===== src/sv/ogcm_pkg.sv =====
package ogcm_pkg;
    localparam int MaxChannelsDef = 8;
    localparam int MaxFramesDef = 4096;
    localparam int SampleW = 24;
    localparam int OutW = 16;
    localparam int GainW = 16;
    localparam int CountW = 4;
    localparam int ChW = 3;
    localparam int SumW = 43;
    localparam int FrameW = 13;
    localparam logic [GainW-1:0] GainUnity = 16'd32768;
    localparam logic [CountW-1:0] CountReset = 4'd2;
    localparam logic [1:0] RegGain = 2'd0;
    localparam logic [1:0] RegCount = 2'd1;
    localparam logic KindSample = 1'b0;
    localparam logic KindMeter = 1'b1;

    typedef struct packed {
        logic [ChW-1:0] ch;
        logic [OutW-1:0] peak;
        logic [SumW-1:0] sum;
        logic [FrameW-1:0] frames;
        logic last;
    } t_meter_job;

    typedef enum logic [1:0] {
        ST_IDLE,
        ST_DIV,
        ST_SQRT,
        ST_OUT
    } t_back_state;
endpackage


===== src/sv/ogcm_if.sv =====
interface ogcm_in_if;
    logic valid;
    logic ready;
    logic signed [23:0] sample_in;
    logic [2:0] channel;
    logic end_of_block;
    modport source(output valid, sample_in, channel, end_of_block, input ready);
    modport sink(input valid, sample_in, channel, end_of_block, output ready);
endinterface

interface ogcm_out_if;
    logic valid;
    logic ready;
    logic kind;
    logic [2:0] out_channel;
    logic signed [15:0] out_sample;
    logic [15:0] peak_level;
    logic [15:0] rms_level;
    logic last;
    modport source(output valid, kind, out_channel, out_sample, peak_level, rms_level, last,
                   input ready);
    modport sink(input valid, kind, out_channel, out_sample, peak_level, rms_level, last,
                 output ready);
endinterface


===== src/sv/ogcm_back.sv =====
// Divide (restoring, 1 bit/cycle) then square root (1 step/cycle) per meter job.
module ogcm_back (
    input  logic                  i_clk,
    input  logic                  i_rst_n,
    input  logic                  i_job_valid,
    input  ogcm_pkg::t_meter_job  i_job,
    output logic                  o_job_ready,
    output logic                  o_res_valid,
    input  logic                  i_res_ready,
    output logic [2:0]            o_res_ch,
    output logic [15:0]           o_res_peak,
    output logic [15:0]           o_res_rms,
    output logic                  o_res_last
);
    import ogcm_pkg::*;

    t_back_state r_state, n_state;
    t_meter_job r_job;
    logic [SumW-1:0] r_quo, r_rem_q;
    logic [FrameW:0] r_rem;
    logic [5:0] r_cnt;
    logic [SumW:0] r_v, r_res, r_bit;
    logic [15:0] r_rms;
    logic [FrameW:0] w_trial;
    logic [SumW:0] w_sum;

    always_comb begin
        w_trial = {r_rem[FrameW-1:0], r_rem_q[SumW-1]};
        w_sum = r_res + r_bit;
    end

    always_comb begin
        n_state = r_state;
        case (r_state)
            ST_IDLE: if (i_job_valid) n_state = ST_DIV;
            ST_DIV:  if (r_cnt == 6'd0) n_state = ST_SQRT;
            ST_SQRT: if (r_bit == '0) n_state = ST_OUT;
            ST_OUT:  if (i_res_ready) n_state = ST_IDLE;
            default: n_state = ST_IDLE;
        endcase
    end

    always_comb begin
        o_job_ready = (r_state == ST_IDLE);
        o_res_valid = (r_state == ST_OUT);
        o_res_ch = r_job.ch;
        o_res_peak = r_job.peak;
        o_res_rms = r_rms;
        o_res_last = r_job.last;
    end

    always_ff @(posedge i_clk) begin
        if (!i_rst_n) begin
            r_state <= ST_IDLE;
        end else begin
            r_state <= n_state;
        end
        case (r_state)
            ST_IDLE: begin
                r_job <= i_job;
                r_rem_q <= i_job.sum;
                r_rem <= '0;
                r_quo <= '0;
                r_cnt <= 6'(SumW);
            end
            ST_DIV: begin
                if (r_cnt != 6'd0) begin
                    r_rem_q <= r_rem_q << 1;
                    if (r_job.frames != '0 && w_trial >= {1'b0, r_job.frames}) begin
                        r_rem <= w_trial - {1'b0, r_job.frames};
                        r_quo <= {r_quo[SumW-2:0], 1'b1};
                    end else begin
                        r_rem <= w_trial;
                        r_quo <= {r_quo[SumW-2:0], 1'b0};
                    end
                    r_cnt <= r_cnt - 6'd1;
                end else begin
                    r_v <= {1'b0, r_quo};
                    r_res <= '0;
                    r_bit <= (SumW+1)'(1) << 42;
                end
            end
            ST_SQRT: begin
                if (r_bit != '0) begin
                    if (r_v >= w_sum) begin
                        r_v <= r_v - w_sum;
                        r_res <= (r_res >> 1) + r_bit;
                    end else begin
                        r_res <= r_res >> 1;
                    end
                    r_bit <= r_bit >> 2;
                end else begin
                    r_rms <= (r_res > (SumW+1)'(32768)) ? 16'd32768 : r_res[15:0];
                end
            end
            default: ;
        endcase
    end
endmodule


===== src/sv/ogcm_front.sv =====
// Gain, clip, accumulate; issues sample beats and meter jobs.
module ogcm_front #(
    parameter int MAX_CHANNELS = ogcm_pkg::MaxChannelsDef,
    parameter int MAX_FRAMES = ogcm_pkg::MaxFramesDef
) (
    input  logic                  i_clk,
    input  logic                  i_rst_n,
    input  logic [15:0]           i_gain,
    input  logic [3:0]            i_count,
    ogcm_in_if.sink               in_ch,
    output logic                  o_smp_valid,
    input  logic                  i_smp_ready,
    output logic [2:0]            o_smp_ch,
    output logic signed [15:0]    o_smp,
    output logic                  o_smp_last,
    output logic                  o_job_valid,
    input  logic                  i_job_ready,
    output ogcm_pkg::t_meter_job  o_job,
    output logic                  o_busy
);
    import ogcm_pkg::*;
    localparam int Cap = (MAX_FRAMES < 8191) ? MAX_FRAMES : 8191;
    localparam int McW = (MAX_CHANNELS > 1) ? $clog2(MAX_CHANNELS) : 1;
    localparam logic [SumW-1:0] SumMax = '1;

    logic [OutW-1:0] r_peak [MAX_CHANNELS];
    logic [SumW-1:0] r_sum [MAX_CHANNELS];
    logic [FrameW-1:0] r_frames;
    logic r_have, r_eob, r_met;
    logic [ChW-1:0] r_ch;
    logic signed [OutW-1:0] r_q;
    logic r_emit;
    logic [4:0] r_idx;
    logic [4:0] w_n;
    logic [15:0] w_g;
    logic signed [40:0] w_p;
    logic signed [25:0] w_sh;
    logic signed [OutW-1:0] w_q;
    logic [OutW-1:0] w_mag;
    logic [31:0] w_sq;
    logic [SumW:0] w_add;
    logic w_act;
    logic [McW-1:0] w_ci, w_ji;

    always_comb begin
        w_n = (i_count == 4'd0) ? 5'd1 :
              ({1'b0, i_count} > 5'(MAX_CHANNELS)) ? 5'(MAX_CHANNELS) : {1'b0, i_count};
        w_g = (i_gain > GainUnity) ? GainUnity : i_gain;
        w_p = 41'(in_ch.sample_in) * $signed({1'b0, w_g});
        w_sh = 26'(w_p >>> 15);
        w_q = (w_sh > 26'sd32767) ? 16'sd32767 :
              (w_sh < -26'sd32768) ? -16'sd32768 : w_sh[15:0];
        w_mag = r_q[15] ? 16'(-{1'b0, r_q}) : r_q;
        w_sq = w_mag * w_mag;
        w_act = {2'b0, r_ch} < w_n;
        w_ci = McW'(r_ch);
        w_ji = McW'(r_idx);
        w_add = {1'b0, r_sum[w_ci]} + {12'b0, w_sq};
    end

    assign in_ch.ready = !r_have && !r_emit;
    assign o_smp_valid = r_have && r_met;
    assign o_smp_ch = r_ch;
    assign o_smp = r_q;
    assign o_smp_last = !r_eob;
    assign o_job_valid = r_emit;
    assign o_job.ch = r_idx[2:0];
    assign o_job.peak = r_peak[w_ji];
    assign o_job.sum = r_sum[w_ji];
    assign o_job.frames = r_frames;
    assign o_job.last = (r_idx == w_n - 5'd1);
    assign o_busy = r_have || r_emit;

    always_ff @(posedge i_clk) begin
        if (!i_rst_n) begin
            r_have <= 1'b0;
            r_met <= 1'b0;
            r_emit <= 1'b0;
            r_frames <= '0;
            for (int i = 0; i < MAX_CHANNELS; i++) begin
                r_peak[i] <= '0;
                r_sum[i] <= '0;
            end
        end else begin
            if (in_ch.valid && in_ch.ready) begin
                r_have <= 1'b1;
                r_met <= 1'b0;
                r_q <= w_q;
                r_ch <= in_ch.channel;
                r_eob <= in_ch.end_of_block;
            end
            if (r_have && !r_met) begin
                r_met <= 1'b1;
                if (w_act) begin
                    if (w_mag > r_peak[w_ci]) r_peak[w_ci] <= w_mag;
                    r_sum[w_ci] <= w_add[SumW] ? SumMax : w_add[SumW-1:0];
                    if ({2'b0, r_ch} == w_n - 5'd1 && r_frames < FrameW'(Cap))
                        r_frames <= r_frames + 1'b1;
                end
            end
            if (o_smp_valid && i_smp_ready) begin
                r_have <= 1'b0;
                if (r_eob) begin
                    r_emit <= 1'b1;
                    r_idx <= '0;
                end
            end
            if (r_emit && i_job_ready) begin
                if (o_job.last) begin
                    r_emit <= 1'b0;
                    r_frames <= '0;
                    for (int i = 0; i < MAX_CHANNELS; i++) begin
                        r_peak[i] <= '0;
                        r_sum[i] <= '0;
                    end
                end
                r_idx <= r_idx + 5'd1;
            end
        end
    end
endmodule


===== src/sv/output_gain_clip_meter.sv =====
// Master gain, hard clip and per-channel peak/RMS meter. A sample is gained
// and clipped into a register as it is accepted, then accumulated, then sent as
// its output beat; the next sample is taken the cycle after that beat. A block
// end adds one meter beat per active channel; in the back end each one takes
// the job, runs a restoring divide by the frame count and a square root, and
// then presents the beat. Meter jobs wait in a 2-entry queue; the front takes
// no new sample until all jobs of the block are queued, and a sample beat
// waits until the back end has sent every meter beat.
module output_gain_clip_meter #(
    parameter int MAX_CHANNELS = ogcm_pkg::MaxChannelsDef,
    parameter int MAX_FRAMES = ogcm_pkg::MaxFramesDef
) (
    input  logic        i_clk,
    input  logic        i_rst_n,
    input  logic        psel,
    input  logic        penable,
    input  logic        pwrite,
    input  logic [2:0]  paddr,
    input  logic [31:0] pwdata,
    output logic [31:0] prdata,
    output logic        pready,
    ogcm_in_if.sink     in_ch,
    ogcm_out_if.source  out_ch
);
    import ogcm_pkg::*;

    logic [GainW-1:0] r_gain;
    logic [CountW-1:0] r_count;
    logic w_wr;
    logic s_valid, s_ready, s_last, f_busy;
    logic [2:0] s_ch;
    logic signed [15:0] s_q;
    logic j_valid, j_ready, b_valid, b_ready, m_valid, m_ready, m_last;
    t_meter_job j_data, b_data;
    t_meter_job r_qd [2];
    logic [1:0] r_qn;
    logic r_qh;
    logic [2:0] m_ch;
    logic [15:0] m_peak, m_rms;
    logic w_pend, w_take_s;

    assign pready = 1'b1;
    assign w_wr = psel && penable && pwrite;
    always_comb begin
        case (paddr[2])
            RegGain[0]:  prdata = {16'b0, r_gain};
            default:     prdata = {28'b0, r_count};
        endcase
    end
    always_ff @(posedge i_clk) begin
        if (!i_rst_n) begin
            r_gain <= GainUnity;
            r_count <= CountReset;
        end else if (w_wr && paddr[1:0] == 2'b00) begin
            if (paddr[2] == RegCount[0]) r_count <= pwdata[3:0];
            else r_gain <= pwdata[15:0];
        end
    end

    ogcm_front #(.MAX_CHANNELS(MAX_CHANNELS), .MAX_FRAMES(MAX_FRAMES)) u_front (
        .i_clk, .i_rst_n, .i_gain(r_gain), .i_count(r_count), .in_ch,
        .o_smp_valid(s_valid), .i_smp_ready(s_ready), .o_smp_ch(s_ch), .o_smp(s_q),
        .o_smp_last(s_last), .o_job_valid(j_valid), .i_job_ready(j_ready),
        .o_job(j_data), .o_busy(f_busy)
    );

    // 2-entry job queue
    assign j_ready = (r_qn != 2'd2);
    assign b_valid = (r_qn != 2'd0);
    assign b_data = r_qd[r_qh];
    always_ff @(posedge i_clk) begin
        if (!i_rst_n) begin
            r_qn <= '0;
            r_qh <= 1'b0;
        end else begin
            if (j_valid && j_ready) r_qd[r_qh ^ r_qn[0]] <= j_data;
            if (b_valid && b_ready) r_qh <= ~r_qh;
            r_qn <= r_qn + 2'(j_valid && j_ready) - 2'(b_valid && b_ready);
        end
    end

    ogcm_back u_back (
        .i_clk, .i_rst_n, .i_job_valid(b_valid), .i_job(b_data), .o_job_ready(b_ready),
        .o_res_valid(m_valid), .i_res_ready(m_ready), .o_res_ch(m_ch),
        .o_res_peak(m_peak), .o_res_rms(m_rms), .o_res_last(m_last)
    );

    // Meter beats of a block go out before any later sample beat.
    always_comb begin
        w_pend = b_valid || !b_ready;
        w_take_s = s_valid && !w_pend;
        m_ready = out_ch.ready && !w_take_s;
        s_ready = out_ch.ready && !w_pend;
        out_ch.valid = w_take_s || m_valid;
        out_ch.kind = w_take_s ? KindSample : KindMeter;
        out_ch.out_channel = w_take_s ? s_ch : m_ch;
        out_ch.out_sample = w_take_s ? s_q : 16'sd0;
        out_ch.peak_level = w_take_s ? 16'd0 : m_peak;
        out_ch.rms_level = w_take_s ? 16'd0 : m_rms;
        out_ch.last = w_take_s ? s_last : m_last;
    end

    a_qbound: assert property (@(posedge i_clk) disable iff (!i_rst_n) r_qn <= 2'd2)
        else $error("job queue overflow");
    a_noin: assert property (@(posedge i_clk) disable iff (!i_rst_n)
        f_busy |-> !in_ch.ready) else $error("front accepted while busy");
    a_rms: assert property (@(posedge i_clk) disable iff (!i_rst_n)
        m_valid |-> m_rms <= 16'd32768) else $error("rms out of range");
endmodule


===== src/flat_wrapper.sv =====
// flat-port wrapper written by rule: the top's interface ports become plain ports
module output_gain_clip_meter_flat import ogcm_pkg::*;
#(
    parameter int MAX_CHANNELS = ogcm_pkg::MaxChannelsDef,
    parameter int MAX_FRAMES = ogcm_pkg::MaxFramesDef
)
  (i_clk, i_rst_n, psel, penable, pwrite, paddr, pwdata, prdata, pready, in_ch_valid, in_ch_sample_in, in_ch_channel, in_ch_end_of_block, in_ch_ready, out_ch_valid, out_ch_kind, out_ch_out_channel, out_ch_out_sample, out_ch_peak_level, out_ch_rms_level, out_ch_last, out_ch_ready);
  ogcm_in_if in_ch_i ();
  ogcm_out_if out_ch_i ();
  input  logic i_clk;
  input  logic i_rst_n;
  input  logic psel;
  input  logic penable;
  input  logic pwrite;
  input  logic [2:0] paddr;
  input  logic [31:0] pwdata;
  output logic [31:0] prdata;
  output logic pready;
  input wire logic [$bits(in_ch_i.valid)-1:0] in_ch_valid;
  input wire logic [$bits(in_ch_i.sample_in)-1:0] in_ch_sample_in;
  input wire logic [$bits(in_ch_i.channel)-1:0] in_ch_channel;
  input wire logic [$bits(in_ch_i.end_of_block)-1:0] in_ch_end_of_block;
  output wire logic [$bits(in_ch_i.ready)-1:0] in_ch_ready;
  output wire logic [$bits(out_ch_i.valid)-1:0] out_ch_valid;
  output wire logic [$bits(out_ch_i.kind)-1:0] out_ch_kind;
  output wire logic [$bits(out_ch_i.out_channel)-1:0] out_ch_out_channel;
  output wire logic [$bits(out_ch_i.out_sample)-1:0] out_ch_out_sample;
  output wire logic [$bits(out_ch_i.peak_level)-1:0] out_ch_peak_level;
  output wire logic [$bits(out_ch_i.rms_level)-1:0] out_ch_rms_level;
  output wire logic [$bits(out_ch_i.last)-1:0] out_ch_last;
  input wire logic [$bits(out_ch_i.ready)-1:0] out_ch_ready;
  assign in_ch_i.valid = in_ch_valid;
  assign in_ch_i.sample_in = in_ch_sample_in;
  assign in_ch_i.channel = in_ch_channel;
  assign in_ch_i.end_of_block = in_ch_end_of_block;
  assign in_ch_ready = in_ch_i.ready;
  assign out_ch_valid = out_ch_i.valid;
  assign out_ch_kind = out_ch_i.kind;
  assign out_ch_out_channel = out_ch_i.out_channel;
  assign out_ch_out_sample = out_ch_i.out_sample;
  assign out_ch_peak_level = out_ch_i.peak_level;
  assign out_ch_rms_level = out_ch_i.rms_level;
  assign out_ch_last = out_ch_i.last;
  assign out_ch_i.ready = out_ch_ready;
  output_gain_clip_meter #(.MAX_CHANNELS(MAX_CHANNELS), .MAX_FRAMES(MAX_FRAMES)) u_core (.i_clk(i_clk), .i_rst_n(i_rst_n), .psel(psel), .penable(penable), .pwrite(pwrite), .paddr(paddr), .pwdata(pwdata), .prdata(prdata), .pready(pready), .in_ch(in_ch_i), .out_ch(out_ch_i));
endmodule

===== config.mk =====
export PLATFORM = sky130hd
export DESIGN_NAME = output_gain_clip_meter_flat
export DESIGN_NICKNAME = d
export VERILOG_FILES = /design/src/sv/ogcm_pkg.sv /design/src/sv/ogcm_if.sv /design/src/sv/ogcm_back.sv /design/src/sv/ogcm_front.sv /design/src/sv/output_gain_clip_meter.sv /design/src/flat_wrapper.sv
export SDC_FILE = /design/constraint.sdc
export NUM_CORES = 2
export LEC_CHECK = 0
export BUFFER_PORTS_ARGS = -buffer_cell sky130_fd_sc_hd__buf_2
export CORE_MARGIN = 2
export CORE_UTILIZATION = 50
export CTS_BUF_LIST = sky130_fd_sc_hd__clkbuf_16
export DETAILED_ROUTE_END_ITERATION = 8
export PLACE_DENSITY = 0.66
export SYNTH_ARGS = -nofsm -noshare
export SYNTH_HDL_FRONTEND = slang
export SYNTH_SLANG_ARGS = --single-unit

===== constraint.sdc =====
create_clock -name i_clk -period 13.2 [get_ports i_clk]
set_input_delay 1.98 -clock i_clk [delete_from_list [all_inputs] [get_ports i_clk]]
set_output_delay 1.98 -clock i_clk [all_outputs]
set_load 0.01 [all_outputs]

==> summary.md <==
| Metric | Value |
|---|---|
| Unique masters post-synth | `86` |
| Routed wire length per instance | `22.0 µm` |
| Routability Congestion | `0.871` |
| Later-pin clock latency in the skew report | `740 ps` |
| Main combinational cell family by area after synthesis | `adder cells` |
| Syn. warnings | `0` |
| Top cell family by delay on the critical path | `compound AO/OA/AOI/OAI gates` |
| Final WL | `181 mm` |
| Number of flops mapped to enable cells by yosys | `913` |
| Total iterations of the first detailed-routing run | `6` |
| Worst-path fanout max | `19` |
| Gate power share | `62.1%` |
| Setup TNS | `0 ps` |
| Crit path kind | `register to register` |
| Seq cells post-synth | `961` |
| CP max-delay cell | `o41ai_1` |
| Die area | `146000 µm²` |
| Largest net degree at the start of global routing | `67` |
| Peak VDD IR | `0.430 mV` |
| Internal power | `10.0 mW` |
| Die width | `382 µm` |
| Net Sw Frac | `48.4%` |
| Tcrit/Tclk final | `81.6%` |
| Critical Path RT | `13640 ps` |
| Multiplexer area fraction after synthesis | `11.4%` |
| Startpoint type of the worst setup path | `register` |
| Clock buffers created by TritonCTS | `104` |
| CP peak stage delay | `960 ps` |
| CP bufs+invs | `9` |
| Xor and xnor area share after synthesis | `2.75%` |
| Clock Power Share | `15.4%` |
| CP arrival | `11200 ps` |
| Root buffer selected by CTS | `clkbuf_16` |
| Overall Global Routing Usage | `25.2%` |
| Clock slew at reported path FFs | `60 ps` |
| Synth Instances | `6239` |
| Slew @ Worst Pin | `1190 ps` |
| Crit path time final | `10770 ps` |
| Final WS setup | `2430 ps` |
| CTS max path bufs | `3` |
| Mean Syn Cell Area | `11.4 µm²` |
| Final hold vios | `0` |
| Max Cap Viol | `0` |
| Switch Pwr | `9.42 mW` |
| Post-synthesis simple-gate area fraction | `11.9%` |
| Post-CTS setup buffer count | `0` |
| Core Box Area | `142000 µm²` |
| Vias in the first global route | `48.8k` |
| Async SR Flop Fraction | `0%` |
| DR iter-0 viols | `3732` |
| Share of layout cells above drive strength 1 | `12.9%` |
| Worst Hold Class | `register to register` |
| First-pass GRT wire length | `283 mm` |
| Post-Synth Adder-Cell Area | `21.9%` |
| Power Density | `251 nW/µm²` |
| Initial antenna violation count | `7` |
| Die Y | `382 µm` |
| Mapped Area | `71300 µm²` |
| Fin nets | `7235` |
| RSZ-0062 raised after global routing | `false` |
| Top-count cell post-synth | `edfxtp_1` |
| I/O Pins | `158` |
| Port bufs | `124` |
| Antenna Nets Post-Route | `0` |
| Overflow after GRT | `0` |
| Reg power frac | `22.5%` |
| DP Wirelength | `121 mm` |
| Setup violations, final | `0` |
| Cts hold-fix bufs | `0` |
| Area grow syn2layout | `8.61%` |
| DP Worst Slack | `2670 ps` |
| Compound-Gate Fraction of Synth Area | `6.24%` |
| Starting Density | `50.3%` |
| TritonCTS clock tree | `built` |
| Post-synth top flop | `edfxtp_1` |
| Residual DRC | `0` |
| Peak Freq | `92.9 MHz` |
| Rows | `138` |
| Pleak | `32.1 nW` |
| Clock skew | `60.9 ps` |
| Slew headroom | `20.9%` |
| Worst setup EP type | `register` |
| Fin. max-slew vios | `0` |
| Clk sinks | `961` |
| Synth top area share | `38.5%` |
| Commonest cells in the netlist | `edfxtp_1, inv_1, nor2_1, fa_1, nand2_1` |
| Ranking of synthesized cells by area | `edfxtp_1, fa_1, mux4_2` |
| Sequential area share after synthesis | `39.8%` |
| H-tree depth | `3` |
| Post_cts resized | `0` |
| Status | `completed` |
| Post-synth top area cell | `edfxtp_1` |
| Via/cell ratio | `5.75` |
| Vias | `47.4k` |
==> routing by layer <==
metal | wire length [µm] | GRT usage [%] | share of wire [%]
met5 | 35 | 0 | 0.019
met4 | 6040 | 8.30 | 3.3
met3 | 14600 | 4.35 | 8.1
met2 | 85400 | 40.7 | 47
met1 | 75200 | 34.8 | 41
==> flip-flops by register name, summed over array words and instances (netlist names), 2 cells and up, named ones only <==
| register | cells |
|---|---|
| u_core.u_front.o_smp_ch | 3 |
| u_core.u_back.r_rem_q | 43 |
| u_core.u_back.r_state | 2 |
| u_core.u_front.r_idx | 5 |
| u_core.u_back.o_res_peak | 16 |
| u_core.u_back.o_res_ch | 3 |
| u_core.r_qd | 152 |
| u_core.u_back.r_cnt | 6 |
| u_core.u_back.r_res | 44 |
| u_core.u_back.r_v | 44 |
| u_core.u_front.r_frames | 13 |
| u_core.u_front.o_smp | 16 |
| u_core.u_front.r_peak | 128 |
| u_core.u_back.r_quo | 43 |
| u_core.u_back.r_job | 13 |
| u_core.r_count | 4 |
| u_core.u_back.r_rem | 13 |
| u_core.r_qn | 2 |
| u_core.r_gain | 16 |
| u_core.u_back.o_res_rms | 16 |
| u_core.u_back.r_bit | 22 |
| u_core.u_front.r_sum | 344 |
==> power groups by stage <==
stage               clock network, mW  logic [mW]  registers (mW)
floorplan                           0        9.11            4.29
global placement                    0        11.7            4.41
detailed placement                  0        11.9            4.42
CTS                              3.04        12.0            4.37
global route                     3.15        13.4            4.43
finish                           3.00        12.1            4.37
==> cell families after synthesis <==
kind of cell	Yosys count
simple gates	1838
buf+inv	1104
xor+xnor	224
mux	498
flops	961
other cells	2
compound gates	705
fa+ha+maj	907
==> worst paths after layout <==
path                                         startpoint  slack (ps)                          end  cells after the start
worst min-delay path                   u_core.r_gain[8]         480             u_core.r_gain[8]                      2
worst max register to register  u_core.u_front.o_smp[0]        2430  u_core.u_front.r_sum[0][11]                     30
worst min register to register         u_core.r_gain[8]         480             u_core.r_gain[8]                      2
worst max-delay path            u_core.u_front.o_smp[0]        2430  u_core.u_front.r_sum[0][11]                     30
==> cells in the final DEF, fill, tap and decap left out, drive strengths merged, types with 29 or more instances in the layout <==
master	n
edfxtp	913
inv	816
nor2	701
fa	572
nand2	503
ha	335
and2	323
mux4	236
a21oi	196
buf	195
o21ai	178
mux2	156
xnor2	113
xor2	111
mux2i	106
clkbuf	105
a21o	67
nor2b	64
clkinv	51
dfxtp	48
a31oi	43
nor3	39
nand3	39
and3	39
o21a	38
nand4	36
o21bai	30
conb	29
a211oi	29
==> area by class of cell <==
class                      count  area (µm²)
timing repair buffer         195        1150
tap                         1890        2360
clock buffer                 105        2630
inverter                     795        2980
sequential                   961       28400
fill                       12100       64200
multi-input combinational   4201       39000
antenna                        4        10.0
clock inverter                90         885
==> per-stage QoR <==
step | hold WS (ps) | std cells | power [mW] | cell area (µm²) | util (%)
2_1_floorplan | 448 | 6266 | 13.4 | 71400 | -
3_3_place_gp | 464 | 8042 | 16.1 | 73900 | 52.2
3_5_place_dp | 479 | 8042 | 16.4 | 73900 | 52.2
4_1_cts | 487 | 8237 | 19.4 | 77400 | 54.7
5_1_grt | 505 | 8237 | 21.0 | 77400 | 54.7
6_report | 485 | 8241 | 19.5 | 77400 | 54.7
==> worst min-delay path: stages, from the launching register on <==
cell,delay [ps]
dfxtp_1,330
nand2_1,60
a21oi_1,50
Note: power is estimated with default switching activity, not from simulation.
